--- config.mk ---
export PLATFORM = sky130hd
export DESIGN_NAME = cmp_mul
export DESIGN_NICKNAME = d
export VERILOG_FILES = /design/src/rtl/core/cmp_pkg.sv /design/src/rtl/core/cmp_mul.sv
export SDC_FILE = /design/constraint.sdc
export NUM_CORES = 2
export LEC_CHECK = 0
export BUFFER_PORTS_ARGS = -buffer_cell sky130_fd_sc_hd__buf_2
export CAP_MARGIN = 10
export CORE_MARGIN = 2
export CORE_UTILIZATION = 45
export CTS_CLUSTER_SIZE = 28
export DETAILED_ROUTE_END_ITERATION = 10
export GPL_ROUTABILITY_DRIVEN = 1
export SETUP_SLACK_MARGIN = 0.3
export SYNTH_ARGS = -nofsm -noshare
export SYNTH_HDL_FRONTEND = slang
export SYNTH_SLANG_ARGS = --single-unit
--- constraint.sdc ---
create_clock -name clk -period 22.1 [get_ports clk]
set_input_delay 1.105 -clock clk [delete_from_list [all_inputs] [get_ports clk]]
set_output_delay 1.105 -clock clk [all_outputs]
set_load 0.05 [all_outputs]
--- src/rtl/core/cmp_pkg.sv ---
package cmp_pkg;

  // Field and datapath widths.
  localparam int SAMPLE_W = 24;
  localparam int COEF_W   = 16;
  localparam int RATIO_W  = 16;
  localparam int CFG_W    = 24;
  localparam int CFG_IDX_W = 2;
  localparam int MUL_W    = 25;
  localparam int PROD_W   = 2 * MUL_W;
  localparam int DIV_W    = 24;
  localparam int DIVD_W   = 2 * DIV_W;
  localparam int ACC_W    = 41;

  // Fixed-point constants.
  localparam logic [SAMPLE_W-1:0] FULL_SCALE = 24'd8388608;
  localparam logic [SAMPLE_W-1:0] ENV_FLOOR  = 24'd84;
  localparam logic [RATIO_W-1:0]  RATIO_ONE  = 16'd256;
  localparam logic [COEF_W:0]     COEF_ONE   = 17'd65536;
  localparam logic [ACC_W:0]      ENV_ROUND  = 42'd32768;
  localparam logic [PROD_W-1:0]   GAIN_ROUND = 50'd4194304;
  localparam logic [SAMPLE_W-1:0] SAT_MAX    = 24'h7FFFFF;
  localparam logic [SAMPLE_W-1:0] SAT_MIN    = 24'h800000;

  // Configuration register indexes.
  localparam logic [CFG_IDX_W-1:0] CFG_THRESHOLD = 2'd0;
  localparam logic [CFG_IDX_W-1:0] CFG_RATIO     = 2'd1;
  localparam logic [CFG_IDX_W-1:0] CFG_ATTACK    = 2'd2;
  localparam logic [CFG_IDX_W-1:0] CFG_RELEASE   = 2'd3;

  // Sequencer states.
  typedef enum logic [3:0] {
    ST_IDLE,
    ST_MUL_ENV,
    ST_MUL_MAG,
    ST_ENV,
    ST_CHECK,
    ST_DIV_EXC,
    ST_DIV_GAIN,
    ST_MUL_GAIN,
    ST_DONE
  } cmp_state_t;

endpackage

--- src/rtl/core/cmp_mul.sv ---
// Shared signed multiplier with a registered product.
module cmp_mul (
  input  logic                              clk,
  input  logic signed [cmp_pkg::MUL_W-1:0]  mul_a,
  input  logic signed [cmp_pkg::MUL_W-1:0]  mul_b,
  output logic signed [cmp_pkg::PROD_W-1:0] prod
);

  logic signed [cmp_pkg::PROD_W-1:0] prod_r;
  logic signed [cmp_pkg::PROD_W-1:0] prod_nxt;

  assign prod_nxt = mul_a * mul_b;
  assign prod     = prod_r;

  always_ff @(posedge clk) begin
    prod_r <= prod_nxt;
  end

endmodule

Word level (Yosys, flattened, before mapping)

Index checks and enable logic that the tools add are counted.

$mul: 1

Operators by type and width:

| cell           | number |
|---|---|
| $mul 25x25->50 | 1 |

Register bits after elaboration: 50
Bits of input ports: 51

Logic depth before layout (Yosys ltp)

Depth after elaboration: 1
Depth in mapped cells: 27
Mapped depth without buffers: 25

Worst setup path before layout

Ideal clock, no wire load.

Path type: input to register
Start point: in mul_a[24] (netlist bit)
End point: reg prod_r (netlist bit prod[47])
Stages on the path: 24
Path slack: 14.099 ns
Arrival time: 7.865 ns
Required time: 21.965 ns
Cell sequence: clkbuf_1 nand2_1 inv_1 fa_1 inv_1 fa_1 inv_1 fa_1 inv_1 fa_1 fa_1 fa_1 fa_1 inv_1 ha_1 clkbuf_1 nand4_1 nor3_2 and3_1 a211oi_4 o32ai_2 nor3_1 o21ai_1 o2111ai_1

Cells in the longest elaborated chain, start to end: 1

Ends and longest elaborated chain:

| what                  | RTL line      | source |
|---|---|---|
| from (decl)           | cmp_mul.sv:4  | `input logic signed [cmp_pkg::MUL_W-1:0] mul_a,` |
| $mul 25x25->50        | cmp_mul.sv:12 | `assign prod_nxt = mul_a * mul_b;` |
| via prod_nxt, one bit | cmp_mul.sv:10 | `logic signed [cmp_pkg::PROD_W-1:0] prod_nxt;` |
| to (signal assigned)  | cmp_mul.sv:16 | `prod_r <= prod_nxt;` |
| to (decl)             | cmp_mul.sv:9  | `logic signed [cmp_pkg::PROD_W-1:0] prod_r;` |

The timed path passes the listed nets, and every way through them passes these cells.

Worst setup path after layout

Start point: in mul_b[1] (netlist bit)
End point: reg prod_r (netlist bit prod[47])

Cells in the longest elaborated chain, start to end: 1

Ends and longest elaborated chain:

| what                  | RTL line      | source |
|---|---|---|
| from (decl)           | cmp_mul.sv:5  | `input logic signed [cmp_pkg::MUL_W-1:0] mul_b,` |
| $mul 25x25->50        | cmp_mul.sv:12 |  |
| via prod_nxt, one bit | cmp_mul.sv:10 |  |

The timed path passes the listed nets, and every way through them passes these cells.

==> impl_metrics.csv <==
group,metric,value,unit
run_status,status,"completed",
logic_synthesis,synth-edff-count,0,
logic_synthesis,ys_async_sr_fraction,0,%
logic_synthesis,synth-seq-area-share,4.13,%
place,place_congestion,0.852,
final_layout,drive_gt1_share,5.30,%
hold_path,hold_class,"in -> reg",
sta,hold_violations,0,
place,place_hpwl,51.5,mm
drt,via_per_inst,5.15,
clock_network,cts-root-buf,"clkbuf_16",
drt,via_count,16900,
worst_setup_path,critPathLaunchType,"primary input",
global_routing,grt_pass1_wl,100,mm
global_routing,grt_overflow,0,
sta,fin_crit,8400,ps
drt,drc_errors,0,
sta,fmax,0.119,GHz
drt,drtIter0Drc,813,
floorplanning,die_h,236,um
floorplanning,core_area,0.0535,mm2
sta,tightest_slew,1070,ps
logic_synthesis,synth_nets,3434,
clock_network,htreeDepth,2,
sta,setup_tns,0,ps
worst_setup_path,crit_fanout,25,
drt,route.detailed.wl_per_inst,18.8,um
clock_network,clock_path_buffers,2,
worst_setup_path,cp.required,22290,ps
global_routing,track_usage,23.2,%
drt,drtAntennaViolNets,0,
global_routing,grt_pass1_vias,19000,
logic_synthesis,syn_inst,2584,
hold_path,hold_depth,2,
final_layout,final_nets,3433,
logic_synthesis,synth_top_family_by_area,"adder cells",
sta,worst_slack,13700,ps
final_layout,syn_to_final_growth,4.71,%
sta,grt_setup_unrepaired,"no",
logic_synthesis,syn-cell-area,0.0242,mm2
sta,finalCritPeriodShare,38.0,%
worst_setup_path,cp-end-kind,"register",
clock_network,numCtsBuffers,5,
floorplanning,dieArea,0.0558,mm2
logic_synthesis,synthSimpleGateAreaFrac,15.1,%
floorplanning,pin_count,101,
worst_setup_path,crit_type,"in -> reg",
logic_synthesis,avgSynthCellArea,9.38,um2
drt,totalWireLength,61.7,mm
sta,drv_slew,0,
logic_synthesis,yosys_register_bits,50,
worst_setup_path,worstPathArrival,8580,ps
clock_network,cts_tree,"yes",
logic_synthesis,synth_xor_area_share,2.06,%
floorplanning,start_util,45.3,%
final_layout,mostFrequentLayoutCell,"inv_1",
logic_synthesis,yosysUniqueCellTypes,59,
clock_network,clk_pin_slew,70,ps
drt,first_pass_iters,5,
sta,setup_viol,0,
final_layout,largest_register_ffs,50,
floorplanning,rows,85,
place,port_buffers,100,
clock_network,cts_resized,0,
floorplanning,die_w,236,um
place,place_worst_setup_slack,13400,ps
logic_synthesis,synthFlopType,"dfxtp_1",
sta,slew_headroom,28.6,%
clock_network,postCtsHoldBufs,0,
logic_synthesis,synth_top_area_cell,"fa_1",
logic_synthesis,synth-compound-area-share,4.53,%
logic_synthesis,ys.warnings.count,0,
final_layout,layout_common_cells,"inv_1 (704), fa_1 (658), and2_1 (319), nand2_1 (313), ha_1 (141)",
clock_network,post_cts_buffers,0,
global_routing,grt_antenna_before_repair,3,
hold_path,hold_end,"prod[0]$_DFF_P_",
logic_synthesis,synth_adder_area_share,61.6,%
final_layout,nFillCells,5187,
logic_synthesis,muxShareOfSynthArea,0.0464,%
hold_path,hp-start,"mul_b[0]",
clock_network,cts.sinks,50,
logic_synthesis,synth.area.top_cells,"fa_1 (54%), inv_1 (11%), and2_1 (8.2%)",
flow_run,cap_violations,0,
global_routing,grt_max_degree,27,
logic_synthesis,synth_top_cell_area_share,54.3,%
-- worst max-delay path, cell delays in order --
cell	delay, ps
buf_2	250
nand2_1	180
inv_1	100
fa_1	700
inv_1	150
fa_1	790
inv_1	150
fa_1	860
inv_1	180
fa_1	510
fa_1	570
fa_1	420
fa_1	490
inv_1	40
ha_1	420
nand4_1	250
nor3_2	320
and3_1	250
a211oi_4	60
o32ai_2	400
nor3_1	110
o21ai_1	140
o2111ai_1	120
-- per-stage QoR --
stage / std cells / util [%] / hold slack [ps] / area (um2)
2_1_floorplan: 2584 / - / 1230 / 24200
6_report: 3283 / 47.5 / 1310 / 25400
3_5_place_dp: 3272 / 47.1 / 1570 / 25200
3_3_place_gp: 3272 / 47.1 / 1570 / 25200
5_1_grt: 3280 / 47.4 / 1310 / 25400
4_1_cts: 3280 / 47.4 / 1300 / 25400
-- per-layer routing --
layer	vias to the layer above	wire length, um	global-route usage (%)
li1	7352	-	-
met1	8970	23100	27.7
met2	448	33400	42.8
met3	132	2400	2.20
met4	0	2770	9.59
met5	-	0	0
-- area by class of cell --
cell class | count | area (um2) | area share, %
antenna | 3 | 7.51 | 0.0296
clock buffer | 5 | 125 | 0.493
clock inverter | 3 | 43.8 | 0.172
inverter | 704 | 2640 | 10.4
multi-input combinational | 1722 | 20200 | 79.6
sequential | 50 | 1000 | 3.94
tap | 696 | 871 | 3.43
timing repair buffer | 100 | 500 | 1.97
-- kinds of logic (layout without fill, tap and decap cells) --
| kind of cell | Yosys count | after routing |
|---|---|---|
| buffers and inverters | 812 | 812 |
| XOR/XNOR | 57 | 57 |
| other | 0 | 3 |
| adder cells (fa/ha/maj) | 799 | 799 |
| flip-flops | 50 | 50 |
| multiplexers | 1 | 1 |
| AO/OA/AOI/OAI | 151 | 151 |
| AND/OR/NAND/NOR | 714 | 714 |
-- cells in the mapped netlist (2+ instances only) --
cell       number
a211o_1         4
a211oi_2        2
a21o_1         18
a21oi_1        50
a21oi_2         4
a221o_1         2
a221oi_1        2
a31oi_1         6
and2_1        319
and3_1          3
and4_1          2
clkbuf_1      108
dfxtp_1        50
fa_1          658
ha_1          141
inv_1         704
nand2_1       313
nand2b_1        8
nand3_1         7
nand4_1         6
nor2_1         22
nor2b_1        19
nor3_1          6
o2111ai_1       3
o211ai_1        5
o21a_1          4
o21ai_0        17
o21ai_1         2
o21ai_2         3
o21bai_1        9
or2_2           3
or3_1           2
xnor2_1        38
xor2_1         19
-- how the worst max path moves through the flow --
stage / slack [ps] / start / cells past startpoint / to
after floorplan: 14100 / mul_a[24] / 24 / prod[47]$_DFF_P_
after global placement: 13520 / mul_a[24] / 23 / prod[47]$_DFF_P_
after detailed placement: 13400 / mul_b[1] / 23 / prod[47]$_DFF_P_
after CTS: 13720 / mul_b[1] / 23 / prod[47]$_DFF_P_
after global routing: 13300 / mul_a[24] / 23 / prod[47]$_DFF_P_
final: 13700 / mul_b[1] / 23 / prod[47]$_DFF_P_
Power is not shown: default switching activity piles up to over one toggle a cycle in this logic, so the estimate is an artifact.
