--- config.mk ---
export PLATFORM = sky130hd
export DESIGN_NAME = cmp_div
export DESIGN_NICKNAME = d
export VERILOG_FILES = /design/src/rtl/core/cmp_pkg.sv /design/src/rtl/core/cmp_div.sv
export SDC_FILE = /design/constraint.sdc
export NUM_CORES = 1
export LEC_CHECK = 0
export ABC_CLOCK_PERIOD_IN_PS = 3450
export CORE_ASPECT_RATIO = 0.6
export CORE_UTILIZATION = 64
export CTS_CLUSTER_SIZE = 10
export DETAILED_ROUTE_END_ITERATION = 6
export DONT_BUFFER_PORTS = 1
export PLACE_DENSITY = 0.8
export RECOVER_POWER = 100
export REMOVE_ABC_BUFFERS = 1
export SYNTH_ARGS = -nofsm -noshare
export SYNTH_HDL_FRONTEND = slang
export SYNTH_SLANG_ARGS = --single-unit
--- constraint.sdc ---
create_clock -name clk -period 3.45 [get_ports clk]
set_clock_uncertainty 0.15 [all_clocks]
set_input_delay 0.1725 -clock clk [delete_from_list [all_inputs] [get_ports clk]]
set_output_delay 0.1725 -clock clk [all_outputs]
set_load 0.01 [all_outputs]
--- src/rtl/core/cmp_pkg.sv ---
package cmp_pkg;

  // Field and datapath widths.
  localparam int SAMPLE_W = 24;
  localparam int COEF_W   = 16;
  localparam int RATIO_W  = 16;
  localparam int CFG_W    = 24;
  localparam int CFG_IDX_W = 2;
  localparam int MUL_W    = 25;
  localparam int PROD_W   = 2 * MUL_W;
  localparam int DIV_W    = 24;
  localparam int DIVD_W   = 2 * DIV_W;
  localparam int ACC_W    = 41;

  // Fixed-point constants.
  localparam logic [SAMPLE_W-1:0] FULL_SCALE = 24'd8388608;
  localparam logic [SAMPLE_W-1:0] ENV_FLOOR  = 24'd84;
  localparam logic [RATIO_W-1:0]  RATIO_ONE  = 16'd256;
  localparam logic [COEF_W:0]     COEF_ONE   = 17'd65536;
  localparam logic [ACC_W:0]      ENV_ROUND  = 42'd32768;
  localparam logic [PROD_W-1:0]   GAIN_ROUND = 50'd4194304;
  localparam logic [SAMPLE_W-1:0] SAT_MAX    = 24'h7FFFFF;
  localparam logic [SAMPLE_W-1:0] SAT_MIN    = 24'h800000;

  // Configuration register indexes.
  localparam logic [CFG_IDX_W-1:0] CFG_THRESHOLD = 2'd0;
  localparam logic [CFG_IDX_W-1:0] CFG_RATIO     = 2'd1;
  localparam logic [CFG_IDX_W-1:0] CFG_ATTACK    = 2'd2;
  localparam logic [CFG_IDX_W-1:0] CFG_RELEASE   = 2'd3;

  // Sequencer states.
  typedef enum logic [3:0] {
    ST_IDLE,
    ST_MUL_ENV,
    ST_MUL_MAG,
    ST_ENV,
    ST_CHECK,
    ST_DIV_EXC,
    ST_DIV_GAIN,
    ST_MUL_GAIN,
    ST_DONE
  } cmp_state_t;

endpackage

--- src/rtl/core/cmp_div.sv ---
// Restoring divider, one quotient bit per cycle.
// The upper half of the dividend must be below the divisor.
module cmp_div (
  input  logic                              clk,
  input  logic                              rst_n,
  input  logic                              start,
  input  logic [cmp_pkg::DIVD_W-1:0]        dividend,
  input  logic [cmp_pkg::DIV_W-1:0]         divisor,
  output logic                              done,
  output logic [cmp_pkg::DIV_W-1:0]         quotient
);

  localparam int CNT_W = $clog2(cmp_pkg::DIV_W);
  localparam logic [CNT_W-1:0] CNT_LAST = CNT_W'(cmp_pkg::DIV_W - 1);

  logic                      busy_r, busy_nxt;
  logic                      done_r, done_nxt;
  logic [CNT_W-1:0]          cnt_r, cnt_nxt;
  logic [cmp_pkg::DIV_W-1:0] rem_r, rem_nxt;
  logic [cmp_pkg::DIV_W-1:0] quo_r, quo_nxt;
  logic [cmp_pkg::DIV_W-1:0] dsr_r, dsr_nxt;
  logic [cmp_pkg::DIV_W:0]   trial;
  logic [cmp_pkg::DIV_W:0]   diff;
  logic                      fits;

  // Trial subtraction of the divisor from the shifted remainder.
  assign trial = {rem_r, quo_r[cmp_pkg::DIV_W-1]};
  assign diff  = trial - {1'b0, dsr_r};
  assign fits  = (trial >= {1'b0, dsr_r});

  // Step control and remainder update.
  always_comb begin
    busy_nxt = busy_r;
    done_nxt = 1'b0;
    cnt_nxt  = cnt_r;
    rem_nxt  = rem_r;
    quo_nxt  = quo_r;
    dsr_nxt  = dsr_r;
    if (busy_r) begin
      rem_nxt = fits ? diff[cmp_pkg::DIV_W-1:0] : trial[cmp_pkg::DIV_W-1:0];
      quo_nxt = {quo_r[cmp_pkg::DIV_W-2:0], fits};
      cnt_nxt = cnt_r + 1'b1;
      if (cnt_r == CNT_LAST) begin
        busy_nxt = 1'b0;
        done_nxt = 1'b1;
      end
    end else if (start) begin
      busy_nxt = 1'b1;
      cnt_nxt  = '0;
      rem_nxt  = dividend[cmp_pkg::DIVD_W-1:cmp_pkg::DIV_W];
      quo_nxt  = dividend[cmp_pkg::DIV_W-1:0];
      dsr_nxt  = divisor;
    end
  end

  always_ff @(posedge clk) begin
    if (!rst_n) begin
      busy_r <= 1'b0;
      done_r <= 1'b0;
      cnt_r  <= '0;
    end else begin
      busy_r <= busy_nxt;
      done_r <= done_nxt;
      cnt_r  <= cnt_nxt;
    end
  end

  always_ff @(posedge clk) begin
    rem_r <= rem_nxt;
    quo_r <= quo_nxt;
    dsr_r <= dsr_nxt;
  end

  assign done     = done_r;
  assign quotient = quo_r;

endmodule

# After elaboration in Yosys (flattened, before gate mapping)
# Index checks and enable logic that the tools add are counted.
# classes
mul	0
n_reduce_logical	3
magnitude_cmp	1
eq_ne	1
mux	11
add_sub_neg	2
n_shift	0
bitwise_logic	1
div	0
# ops
op	count
24-bit two-way mux	5
25-bit by 24-bit >= comparator with 1-bit output	1
24-bit subtractor	1
5-bit two-way mux	2
5-bit by 1-bit adder with 5-bit output, second input constant	1
5-bit == test, second input constant	1
1-bit two-way mux	4
2-bit AND reduction	2
2-bit nonzero test	1
1-bit NOT	1
# totals
inputBits	75
register_bits	79
word_cells	25
rom_bits	0
mem_bits_rw	0
latch_bits	0
memories	0

# Longest topological paths before layout
# Gate-level depths: netlist of run 1.
# depth
word_depth	3
depth_mapped	13
ltp_nobuf	12

# Least setup slack after synthesis of run 1
# OpenSTA, ideal clock, no wires.
# synth_path
kind	flip-flop to flip-flop
startpoint	register quo_r, in the netlist quotient[23]
endpoint	register rem_r[22] in the netlist's numbering, data pin
required_ns	3.038
setup_time_ns	0.262
path_stages_with_launch	13
t_arrival_ns	2.445
period_less_slack_ns	2.857
path_buffers	0
path_slack_ns	0.593
path_cell_list	edfxtp_1 > inv_1 > ha_1 > inv_1 > fa_1 > a211oi_1 > o21ai_0 > nand2_1 > o21ai_0 > a221o_1 > a21o_1 > xnor2_1 > o21ai_0
# synth_via
elab_chain_len	3
word_cells_on_any_way	4
classes_between	add/sub: 1; order compare: 1; mux: 2
# synth_rtl
item	line_no	rtl
from (decl)	cmp_div.sv:20	logic [cmp_pkg::DIV_W-1:0] quo_r, quo_nxt;
from (signal assigned)	cmp_div.sv:70	quo_r <= quo_nxt;
24-bit subtractor / 25-bit by 24-bit >= comparator with 1-bit output (equally long branches)	cmp_div.sv:28, cmp_div.sv:29	
24-bit two-way mux *	cmp_div.sv:40	rem_nxt = fits ? diff[cmp_pkg::DIV_W-1:0] : trial[cmp_pkg::DIV_W-1:0];
24-bit two-way mux *	cmp_div.sv:39	if (busy_r) begin
via rem_nxt (one bit)	cmp_div.sv:19	logic [cmp_pkg::DIV_W-1:0] rem_r, rem_nxt;
to (signal assigned)	cmp_div.sv:69	rem_r <= rem_nxt;
to (decl)	cmp_div.sv:19	
# The timed path passes the listed nets; every way through them passes the cells marked *.
# A chain may end at the register's enable or synchronous reset.

# Worst setup path in the final report of run 1
# layout_path
startpoint	register rem_r[7] in the netlist's numbering
endpoint	register rem_r[5] in the netlist's numbering, data pin
# layout_via
elab_chain_len	3
# layout_rtl
item	line_no	rtl
25-bit by 24-bit >= comparator with 1-bit output	cmp_div.sv:29	assign fits = (trial >= {1'b0, dsr_r});
24-bit two-way mux	cmp_div.sv:40	
24-bit two-way mux	cmp_div.sv:39	
via rem_nxt (one bit)	cmp_div.sv:19	
# The timed path passes the listed nets, and every way through them passes these cells.

==> results of run 1 <==
-- final cells by class --
cell class                      instances  area, um2  area share (%)
Tap cell                               87      108.9           1.890
Clock inverter                          5      41.29          0.7169
Timing Repair Buffer                   80      803.3           13.95
Clock buffer                           11      242.7           4.215
Sequential cell                        79       2302           39.97
Inverter                               35      131.4           2.281
Multi-Input combinational cell        307       2130           36.98
-- registers in the layout, indices dropped and copies added, names as in the netlist --
signal and count:
quotient 24, dsr_r 24, cnt_r 5, done 1, busy_r 1, rem_r 24
-- Yosys cell counts (3+ instances only) --
master	number	area, um2
sky130_fd_sc_hd__dfxtp_1	7	140.1
sky130_fd_sc_hd__a211o_1	3	26.28
sky130_fd_sc_hd__mux2_2	24	270.3
sky130_fd_sc_hd__o311a_1	3	30.03
sky130_fd_sc_hd__xor2_1	9	78.83
sky130_fd_sc_hd__edfxtp_1	72	2162
sky130_fd_sc_hd__xnor2_1	10	87.58
sky130_fd_sc_hd__a21o_1	6	45.04
sky130_fd_sc_hd__o21ai_0	22	110.1
sky130_fd_sc_hd__nor3_1	5	25.02
sky130_fd_sc_hd__nor3b_1	3	22.52
sky130_fd_sc_hd__nand4_1	4	25.02
sky130_fd_sc_hd__nor2b_1	3	18.77
sky130_fd_sc_hd__nand2_1	34	127.6
sky130_fd_sc_hd__and3_1	3	18.77
sky130_fd_sc_hd__ha_1	25	312.8
sky130_fd_sc_hd__a21oi_1	48	240.2
sky130_fd_sc_hd__mux2i_1	14	140.1
sky130_fd_sc_hd__clkbuf_1	12	45.04
sky130_fd_sc_hd__nor2_1	38	142.6
sky130_fd_sc_hd__a2111oi_0	3	26.28
sky130_fd_sc_hd__nand3_1	11	55.05
sky130_fd_sc_hd__nor4_1	3	18.77
sky130_fd_sc_hd__a211oi_1	3	22.52
sky130_fd_sc_hd__a31oi_1	4	25.02
sky130_fd_sc_hd__inv_1	35	131.4
-- power by group --
part / switching (mW) / leakage [nW] / internal [mW]
Combinational: 0.519 / 1.41 / 0.397
Sequential: 0.0794 / 0.766 / 1.17
Clock: 0.384 / 0.132 / 0.511
Total: 0.982 / 2.31 / 2.08
-- worst max-delay path, delay by kind of cell, from the launching register on --
kind	cells	cell delay, ns
adder cells (fa/ha/maj)	1	0.46
buffers and inverters	1	0.20
AND/OR/NAND/NOR	3	0.82
multiplexers	1	0.23
AO/OA/AOI/OAI	3	0.67
flip-flops	1	0.41
-- kinds of logic (layout without fill, tap and decap cells) --
kind of cell	count (synthesis)	after routing	share of synthesized area (%)
buf+inv	55	131	5.052
mux	38	38	8.815
flops	79	79	49.45
compound gates	110	110	14.73
xor+xnor	19	19	3.574
simple gates	114	114	11.23
fa+ha+maj	26	26	7.149
-- worst paths after layout --
kind	start	end	slack, ns	cells past startpoint
setup / recovery	rem_r[7]	rem_r[5]	0.18	9
hold / removal	divisor[14]	dsr_r[14]	0.30	1
setup reg to reg	rem_r[7]	rem_r[5]	0.18	9
hold reg to reg	cnt_r[4]	cnt_r[4]	0.39	1
-- routing by layer --
metal  vias to the layer above  wire length, um  global-route usage, %
li1                       1764                -                      -
met1                      1808             5086                  42.01
met2                       252             5724                  57.84
met3                        28             1310                  10.54
met4                         0              262                  11.00
met5                         -                0                      0
-- placed cells by master, fill, tap and decap left out, types with 3 or more instances in the layout --
cell / synthesis / routed
sky130_fd_sc_hd__a2111oi_0: 3 / 3
sky130_fd_sc_hd__nor3b_1: 3 / 3
sky130_fd_sc_hd__dfxtp_1: 7 / 7
sky130_fd_sc_hd__xnor2_1: 10 / 10
sky130_fd_sc_hd__edfxtp_1: 72 / 72
sky130_fd_sc_hd__dlygate4sd3_1: 0 / 74
sky130_fd_sc_hd__nor4_1: 3 / 3
sky130_fd_sc_hd__nand2_1: 34 / 34
sky130_fd_sc_hd__o311a_1: 3 / 3
sky130_fd_sc_hd__xor2_1: 9 / 9
sky130_fd_sc_hd__nand3_1: 11 / 11
sky130_fd_sc_hd__a211oi_1: 3 / 3
sky130_fd_sc_hd__o21ai_0: 22 / 22
sky130_fd_sc_hd__clkbuf_2: 1 / 3
sky130_fd_sc_hd__mux2_2: 24 / 22
sky130_fd_sc_hd__a31oi_1: 4 / 4
sky130_fd_sc_hd__nand4_1: 4 / 4
sky130_fd_sc_hd__a21o_1: 6 / 6
sky130_fd_sc_hd__nor2_1: 38 / 38
sky130_fd_sc_hd__a21oi_1: 48 / 48
sky130_fd_sc_hd__ha_1: 25 / 25
sky130_fd_sc_hd__a211o_1: 3 / 3
sky130_fd_sc_hd__nor2b_1: 3 / 3
sky130_fd_sc_hd__nor3_1: 5 / 5
sky130_fd_sc_hd__clkbuf_16: 0 / 9
sky130_fd_sc_hd__mux2i_1: 14 / 14
sky130_fd_sc_hd__and3_1: 3 / 3
sky130_fd_sc_hd__inv_1: 35 / 35
-- through the flow --
step                total power, mW  hold WS (ns)  cells  setup WS (ns)  util [%]
detailed placement            2.052        0.1214    514         0.2220     69.31
floorplan                     1.849        0.1214    421        0.02803         -
global placement              2.027        0.1214    514         0.2876     69.31
finish                        3.062        0.3001    604         0.1789     84.09
global route                  3.187        0.2936    604        0.06120     84.09
CTS                           3.012        0.2581    604         0.1946     84.27
-- what timing repair did --
item                       CTS  global route
hold endpoints to repair    79             0
gates resized for setup      0             2
hold buffers                74             0
setup endpoints to repair    0             2
==> flow_summary.yaml, run 1 <==
floorplan:
  coreArea_mm2: 0.006849
  placement_row_count: 23
  fp.dieW_um: 112.1
  initial_core_util_pct: 67.98
  die_h_um: 68.07
  die_area_mm2: 0.007631
  top_level_ports: 100
clock_tree:
  cts_buffers: 9
  post_cts_clock_slew_at_the_launch_and_capture_registers_of_the_worst_setup_and_hold_paths_ns: 0.06
  cts_max_level: 3
  tritoncts: "done"
  num_clock_sinks: 79
  clk_root_buffer_cell: "sky130_fd_sc_hd__clkbuf_16"
  postCtsSetupBuffers: 0
  worstSkewPairLatency_ns: 0.35
  clock_tree.buffer_depth: 2
sta:
  setup_violations: 0
  maximum_frequency_from_static_timing_analysis_ghz: 0.3057
  rsz0062_at_grt: "no"
  finalMaxSlewViolations: 0
  finalCritPeriodShare_pct: 94.81
  post_layout_min_period_ns: 3.271
  timing.max_slew.rel_slack_pct: 27.28
  timing_worst_slew_pin_value_ns: 1.091
  tns_ns: 0
  timing_hold_violations_final: 0
finish:
  final.fill_count: 380
  post-route-cell-area_mm2: 0.005759
  antenna_cells: 0
  flow.area_growth_from_synthesis_pct: 23.70
  drive_gt1_share_pct: 9.091
  design.final.nets: 613
pwr:
  ir_drop_mv: 0.3641
  power_per_cell_area_mw_per_mm2: 531.7
  p_leak_nw: 2.314
grt:
  antenna_found_initial: 0
  maximum_number_of_pins_on_one_net_before_global_route_repair: 52
  vias_in_the_first_global_route: 3767
  grt_pass1_wl_um: 19070
  grt_overflow: 0
  grt_util_all_layers_pct: 33.84
setup_path:
  path_cells: "ha_1, nand4_1, or3_1, a31o_1, a211o_1, nand2_2, buf_12, mux2i_1, a21oi_1"
  cp.required_ns: 3.33
  worst-path-max-fanout: 16
  worstPathArrival_ns: 3.16
  worstSetupEndpointType: "flop"
  criticalPathCategory: "reg -> reg"
  critPathLaunchType: "flop"
  cpMaxStageDelayCell: "sky130_fd_sc_hd__ha_1"
  slowest_delay_ns: 0.46
detailed_routing:
  initialDrtViolationCount: 552
  dr_total_vias: 3852
  firstDrtPassIters: 7
  postRouteAntennaNets: 0
  vias_per_cell: 6.377
  routed_wl_um: 12380
  route.detailed.drc: 5
  routed_wl_per_cell_um: 20.50
synth:
  yosys_warnings: 0
  synth.ff_latch_count: 79
  synthesis.area_mm2: 0.004656
  seq_area_frac_synth_pct: 49.45
  ys_dominant_reg_cell: "sky130_fd_sc_hd__edfxtp_1"
  synth_area_per_cell_um2: 10.56
  synth-async-reset-ratio_pct: 0
  yosys.cell_types.count: 54
  post_synth_inst_count: 441
  number_of_synthesized_flops_with_an_enable_pin: 72
status:
  violations: "design-rule violations"
  status: "finished with violations"
place:
  port_buffers: 0
  dp.final_hpwl_um: 7076
  placed_instance_area_mm2: 0.004747
  place.gp.congestion: 0.8777
run:
  max_cap_violations: 0
hold_path:
  class_of_the_tightest_hold_or_removal_check: "in -> reg"
(Power assumes the default switching activity.)
==> run 2: changes to the inputs <==
Settings changed: ABC_CLOCK_PERIOD_IN_PS 3450 to 3800, CORE_UTILIZATION 64 to 65, GPL_ROUTABILITY_DRIVEN set to 0, PLACE_DENSITY 0.8 to 0.81.
Clock period 3.45 ns to 3.8 ns, I/O delays scaled along.
==> run 2 against run 1 <==
Net effect:
- the run ends with design-rule violations, max-capacitance violations, max-slew violations left
- register-to-register slack better by 0.18 ns
- count of clock-buffer cells in the layout unchanged
- combinational power down 14%
- wire length down 6.0%
- fmax down 5.1%
- clock power down 3.0%
- via count down 2.6%
- non-clock buffer count down 1
- power down 9.0%
- die area down 1.5%
- sequential share of layout area up 0.20 points
- critical endpoint is now rem_r[1]
==> flow_summary.yaml, run 2 (synthesized netlist as in run 1, its figures left out) <==
setup_path:
  reg2regPathDepth: 9
  cpMaxStageDelayCell: "sky130_fd_sc_hd__ha_1"
  worstPathArrival_ns: 3.33
  destination_of_the_worst_register_to_register_timing_path: "rem_r[1]"
  worstSetupEndpointType: "flop"
  slowest_delay_ns: 0.45
  path_cells: "ha_1, nand4_1, or3_1, a31o_1, a211o_1, nand2_2, buf_4, mux2i_1, a21oi_1"
  criticalPathCategory: "reg -> reg"
  worst-path-max-fanout: 19
  cp.required_ns: 3.69
  rr_startpoint: "rem_r[7]"
  worst-r2r-setup-slack_ns: 0.35
  critPathLaunchType: "flop"
finish:
  final_common_cell: "sky130_fd_sc_hd__dlygate4sd3_1"
  drive_gt1_share_pct: 9.109
  final_cell_mix: "74 x sky130_fd_sc_hd__dlygate4sd3_1, 72 x sky130_fd_sc_hd__edfxtp_1, 48 x sky130_fd_sc_hd__a21oi_1"
  final-instance-count-excl-fill: 603
  flow.area_growth_from_synthesis_pct: 23.09
  design.final.nets: 612
  antenna_cells: 0
hold_path:
  timing.hold.worst.start: "divisor[9]"
  min_path_cells: 1
  capture_endpoint_of_the_worst_hold_path: "dsr_r[9]"
  class_of_the_tightest_hold_or_removal_check: "in -> reg"
sta:
  rsz0062_at_grt: "no"
  timing_hold_violations_final: 0
  setup_violations: 0
  finalCritPeriodShare_pct: 90.68
  maximum_frequency_from_static_timing_analysis_ghz: 0.2902
  timing_worst_slew_pin_value_ns: 1.574
  tns_ns: 0
  post_layout_min_period_ns: 3.446
  timing.max_slew.rel_slack_pct: -4.945
  finalMaxSlewViolations: 26
status:
  violations: "design-rule violations, max-capacitance violations, max-slew violations"
  status: "finished with violations"
floorplan:
  die_h_um: 67.56
  placement_row_count: 23
  initial_core_util_pct: 68.55
  coreArea_mm2: 0.006792
  die_area_mm2: 0.007516
  fp.dieW_um: 111.3
  top_level_ports: 100
clock_tree:
  cts_max_level: 3
  num_clock_sinks: 79
  tritoncts: "done"
  worstSkewPairLatency_ns: 0.34
  cts-resized-gates: 0
  clock_tree.buffer_depth: 2
  clk_root_buffer_cell: "sky130_fd_sc_hd__clkbuf_16"
  post_cts_clock_slew_at_the_launch_and_capture_registers_of_the_worst_setup_and_hold_paths_ns: 0.06
  cts_buffers: 9
detailed_routing:
  initialDrtViolationCount: 354
  postRouteAntennaNets: 0
  wl_met3_um: 1121
  met2WireLength_um: 5289
  routed_wl_per_cell_um: 19.31
  vias_per_cell: 6.222
  firstDrtPassIters: 7
  routedLengthMet1_um: 4962
  maxUsedRoutingLayer: "met4"
  route.detailed.drc: 10
  routed_wl_um: 11640
  dr_total_vias: 3752
pwr:
  ir_drop_mv: 0.4427
  p_leak_nw: 2.299
  power_per_cell_area_mw_per_mm2: 486.5
run:
  max_cap_violations: 1
place:
  placed_cells_incl_taps: 513
  dp.final_hpwl_um: 6776
  port_buffers: 0
grt:
  antenna_found_initial: 0
  grt_util_all_layers_pct: 31.66
  maximum_number_of_pins_on_one_net_before_global_route_repair: 57
  grt_overflow: 0
  vias_in_the_first_global_route: 3593
  grt_pass1_wl_um: 17750
## run 2: changes by cell type in the layout (fill, tap and decap cells not counted), sizes merged
cell	change
bufinv	+1
clkbuf	+1
buf	-2
inv	-1
## run 2: power breakdown
group          internal (mW)  switching [mW]
Sequential              1.06          0.0684
Clock                  0.527           0.342
Combinational          0.341           0.446
## run 2: cell type report
class / count / area, um2
sequential: 79 / 2302
multi-input combinational: 307 / 2121
fill: 397 / 1061
timing repair buffer: 79 / 765.7
clock buffer: 11 / 242.7
inverter: 35 / 131.4
tap: 87 / 108.9
clock inverter: 5 / 58.81
## run 2: through the flow
step / cell area [um2] / util [%] / setup WS, ns / hold slack (ns) / power [mW]
2_1_floorplan: 4552 / - / 0.3780 / 0.1389 / 1.678
4_1_cts: 5744 / 84.58 / 0.4460 / 0.2728 / 2.751
6_report: 5731 / 84.38 / 0.3543 / 0.3272 / 2.788
5_1_grt: 5731 / 84.38 / 0.2186 / 0.3264 / 2.897
3_3_place_gp: 4702 / 69.23 / 0.5561 / 0.1389 / 1.809
3_5_place_dp: 4702 / 69.23 / 0.4714 / 0.1389 / 1.834
## run 2: worst max-delay path by stage
stage	from	to	slack, ns	depth (start not counted)
after global routing	rem_r[7]	rem_r[19]	0.22	9
after global placement	rem_r[7]	rem_r[22]	0.56	10
after CTS	rem_r[7]	rem_r[22]	0.45	10
after floorplan	busy_r	quotient[0]	0.38	2
after detailed placement	rem_r[7]	rem_r[22]	0.47	10
final	rem_r[7]	rem_r[1]	0.35	9
## run 2: worst max-delay path, delay by kind of cell, from the launching register on
kind / cells / cell delay [ns]
adders and majority gates: 1 / 0.45
DFF: 1 / 0.41
buffers and inverters: 1 / 0.36
and+or+nand+nor: 3 / 0.85
muxes: 1 / 0.26
AOI/OAI and AO/OA: 3 / 0.64
## run 2: what timing repair did
item,in CTS,in global routing
hold endpoints to repair,79,0
hold buffers,74,0
buffers inserted,0,0
## run 2: layer usage
layer	vias to the layer above	global-route usage, %
met5	-	0
met1	1750	40.63
met3	26	8.887
li1	1763	-
met2	213	51.64
met4	0	13.34
==> run 3: changes to the inputs <==
Settings changed: CORE_ASPECT_RATIO 0.6 to 0.5.
==> run 3 against run 2 <==
Net effect:
- the run ends with max-capacitance violations, max-slew violations left
- sequential share of layout area fell by 0.12 points
- hold slack got worse by 0.0060 ns
- sequential power is essentially flat
- clock power up 4.8%
- combinational power is essentially flat
- via count up 1.6%
- global-route usage up 0.22 points
- non-clock buffer count down 1
- first-iteration DRC count decreased by 9.6%
- critical path depth did not move
- critical path type unchanged
- largest cell class unchanged
==> flow_summary.yaml, run 3 (synthesized netlist as in run 1, its figures left out) <==
sta:
  timing_hold_violations_final: 0
  tns_ns: 0
  rsz0062_at_grt: "no"
  finalMaxSlewViolations: 25
  timing.max_slew.rel_slack_pct: -1.497
  maximum_frequency_from_static_timing_analysis_ghz: 0.2814
  setup_violations: 0
  timing_worst_slew_pin_value_ns: 1.522
  post_layout_min_period_ns: 3.553
  fin_worst_hold_slack_ns: 0.3211
  timing.final.ws_setup_ns: 0.2469
  finalCritPeriodShare_pct: 93.50
pwr:
  ir_drop_mv: 0.2898
  p_leak_nw: 2.307
  power_per_cell_area_mw_per_mm2: 492.9
  post-layout-total-power_mw: 2.833
setup_path:
  worstPathArrival_ns: 3.45
  worst-r2r-setup-slack_ns: 0.25
  criticalPathCategory: "reg -> reg"
  critPathLaunchType: "flop"
  worst-path-max-fanout: 18
  cp.required_ns: 3.69
  worstSetupEndpointType: "flop"
hold_path:
  class_of_the_tightest_hold_or_removal_check: "in -> reg"
detailed_routing:
  vias_per_cell: 6.282
  postRouteAntennaNets: 0
  routed_wl_um: 12010
  initialDrtViolationCount: 320
  route.detailed.drc: 0
  dr_total_vias: 3813
  firstDrtPassIters: 5
  routed_wl_per_cell_um: 19.78
finish:
  final_cell_utilization_of_the_core_pct: 84.46
  design.final.nets: 611
  antenna_cells: 0
  drive_gt1_share_pct: 9.320
  post-route-cell-area_mm2: 0.005748
  final-instance-count-excl-fill: 607
  final_common_cell: "sky130_fd_sc_hd__dlygate4sd3_1"
  final_cell_mix: "74 x sky130_fd_sc_hd__dlygate4sd3_1, 72 x sky130_fd_sc_hd__edfxtp_1, 48 x sky130_fd_sc_hd__a21oi_1"
  flow.area_growth_from_synthesis_pct: 23.46
clock_tree:
  tritoncts: "done"
  worstSkewPairLatency_ns: 0.35
  num_clock_sinks: 79
  clock_tree.buffer_depth: 2
  clk_root_buffer_cell: "sky130_fd_sc_hd__clkbuf_16"
  cts_buffers: 9
  post_cts_clock_slew_at_the_launch_and_capture_registers_of_the_worst_setup_and_hold_paths_ns: 0.06
  cts_max_level: 3
place:
  placed_instance_area_mm2: 0.004701
  place_worst_setup_slack_ns: 0.4933
  port_buffers: 0
  dp.final_hpwl_um: 6743
  placed_cells_incl_taps: 517
grt:
  antenna_found_initial: 0
  vias_in_the_first_global_route: 3660
  grt_pass1_wl_um: 17510
  maximum_number_of_pins_on_one_net_before_global_route_repair: 51
  grt_overflow: 0
  grt_util_all_layers_pct: 31.88
status:
  status: "finished with violations"
  violations: "max-capacitance violations, max-slew violations"
run:
  max_cap_violations: 1
floorplan:
  coreArea_mm2: 0.006805
  die_area_mm2: 0.007526
  die_h_um: 61.85
  placement_row_count: 21
  fp.dieW_um: 121.7
  initial_core_util_pct: 68.41
  top_level_ports: 100
run 3: changes by cell type in the layout (fill, tap and decap cells not counted), moves of 2 or more:
cell | previous run | this run
sky130_fd_sc_hd__o21ai_0 | 24 | 22
sky130_fd_sc_hd__inv_6 | 0 | 2
sky130_fd_sc_hd__o21ai_1 | 0 | 2
sky130_fd_sc_hd__clkbuf_1 | 3 | 1
run 3: what timing repair did:
item | 4_1_cts | 5_1_grt
setup buffers | 0 | 0
hold endpoints to repair | 79 | 0
resized for setup | 0 | 0
hold buffers | 74 | 0
run 3: final cells by class:
cell class              instances  area, um2
well taps                      92      115.1
repair buffers                 78      762.0
inverters                      35      131.4
clock inverters                 7      91.34
fillers                       354       1057
flip-flops and latches         79       2302
clock buffers                   9      225.2
multi-input cells             307       2121
run 3: critical path: stages, from the launching register on:
cell                       delay, ns
sky130_fd_sc_hd__edfxtp_1       0.41
sky130_fd_sc_hd__ha_1           0.47
sky130_fd_sc_hd__nand4_1        0.18
sky130_fd_sc_hd__or3_1          0.42
sky130_fd_sc_hd__a31o_1         0.24
sky130_fd_sc_hd__a211o_1        0.35
sky130_fd_sc_hd__nand2_2        0.38
sky130_fd_sc_hd__clkbuf_2       0.31
sky130_fd_sc_hd__mux2i_1        0.25
sky130_fd_sc_hd__a21oi_1        0.09
run 3: final timing paths:
path | depth (start not counted) | startpoint | end
hold reg to reg | 1 | cnt_r[4] | cnt_r[4]
setup / recovery | 9 | rem_r[7] | rem_r[19]
hold / removal | 1 | divisor[17] | dsr_r[17]
setup reg to reg | 9 | rem_r[7] | rem_r[19]
run 3: where the power goes:
part	switching [mW]	internal (mW)	leakage [nW]	total [mW]
clock	0.385	0.525	0.151	0.910
sequential	0.0756	1.06	0.766	1.14
combinational	0.443	0.341	1.39	0.784
run 3: per-layer routing:
metal  routed length (um)  GRT usage [%]  up-vias
met4                  266          13.58        0
li1                     -              -     1764
met1                 4718          36.09     1823
met2                 6118          59.82      195
met5                    0              0        -
met3                  903          8.120       31
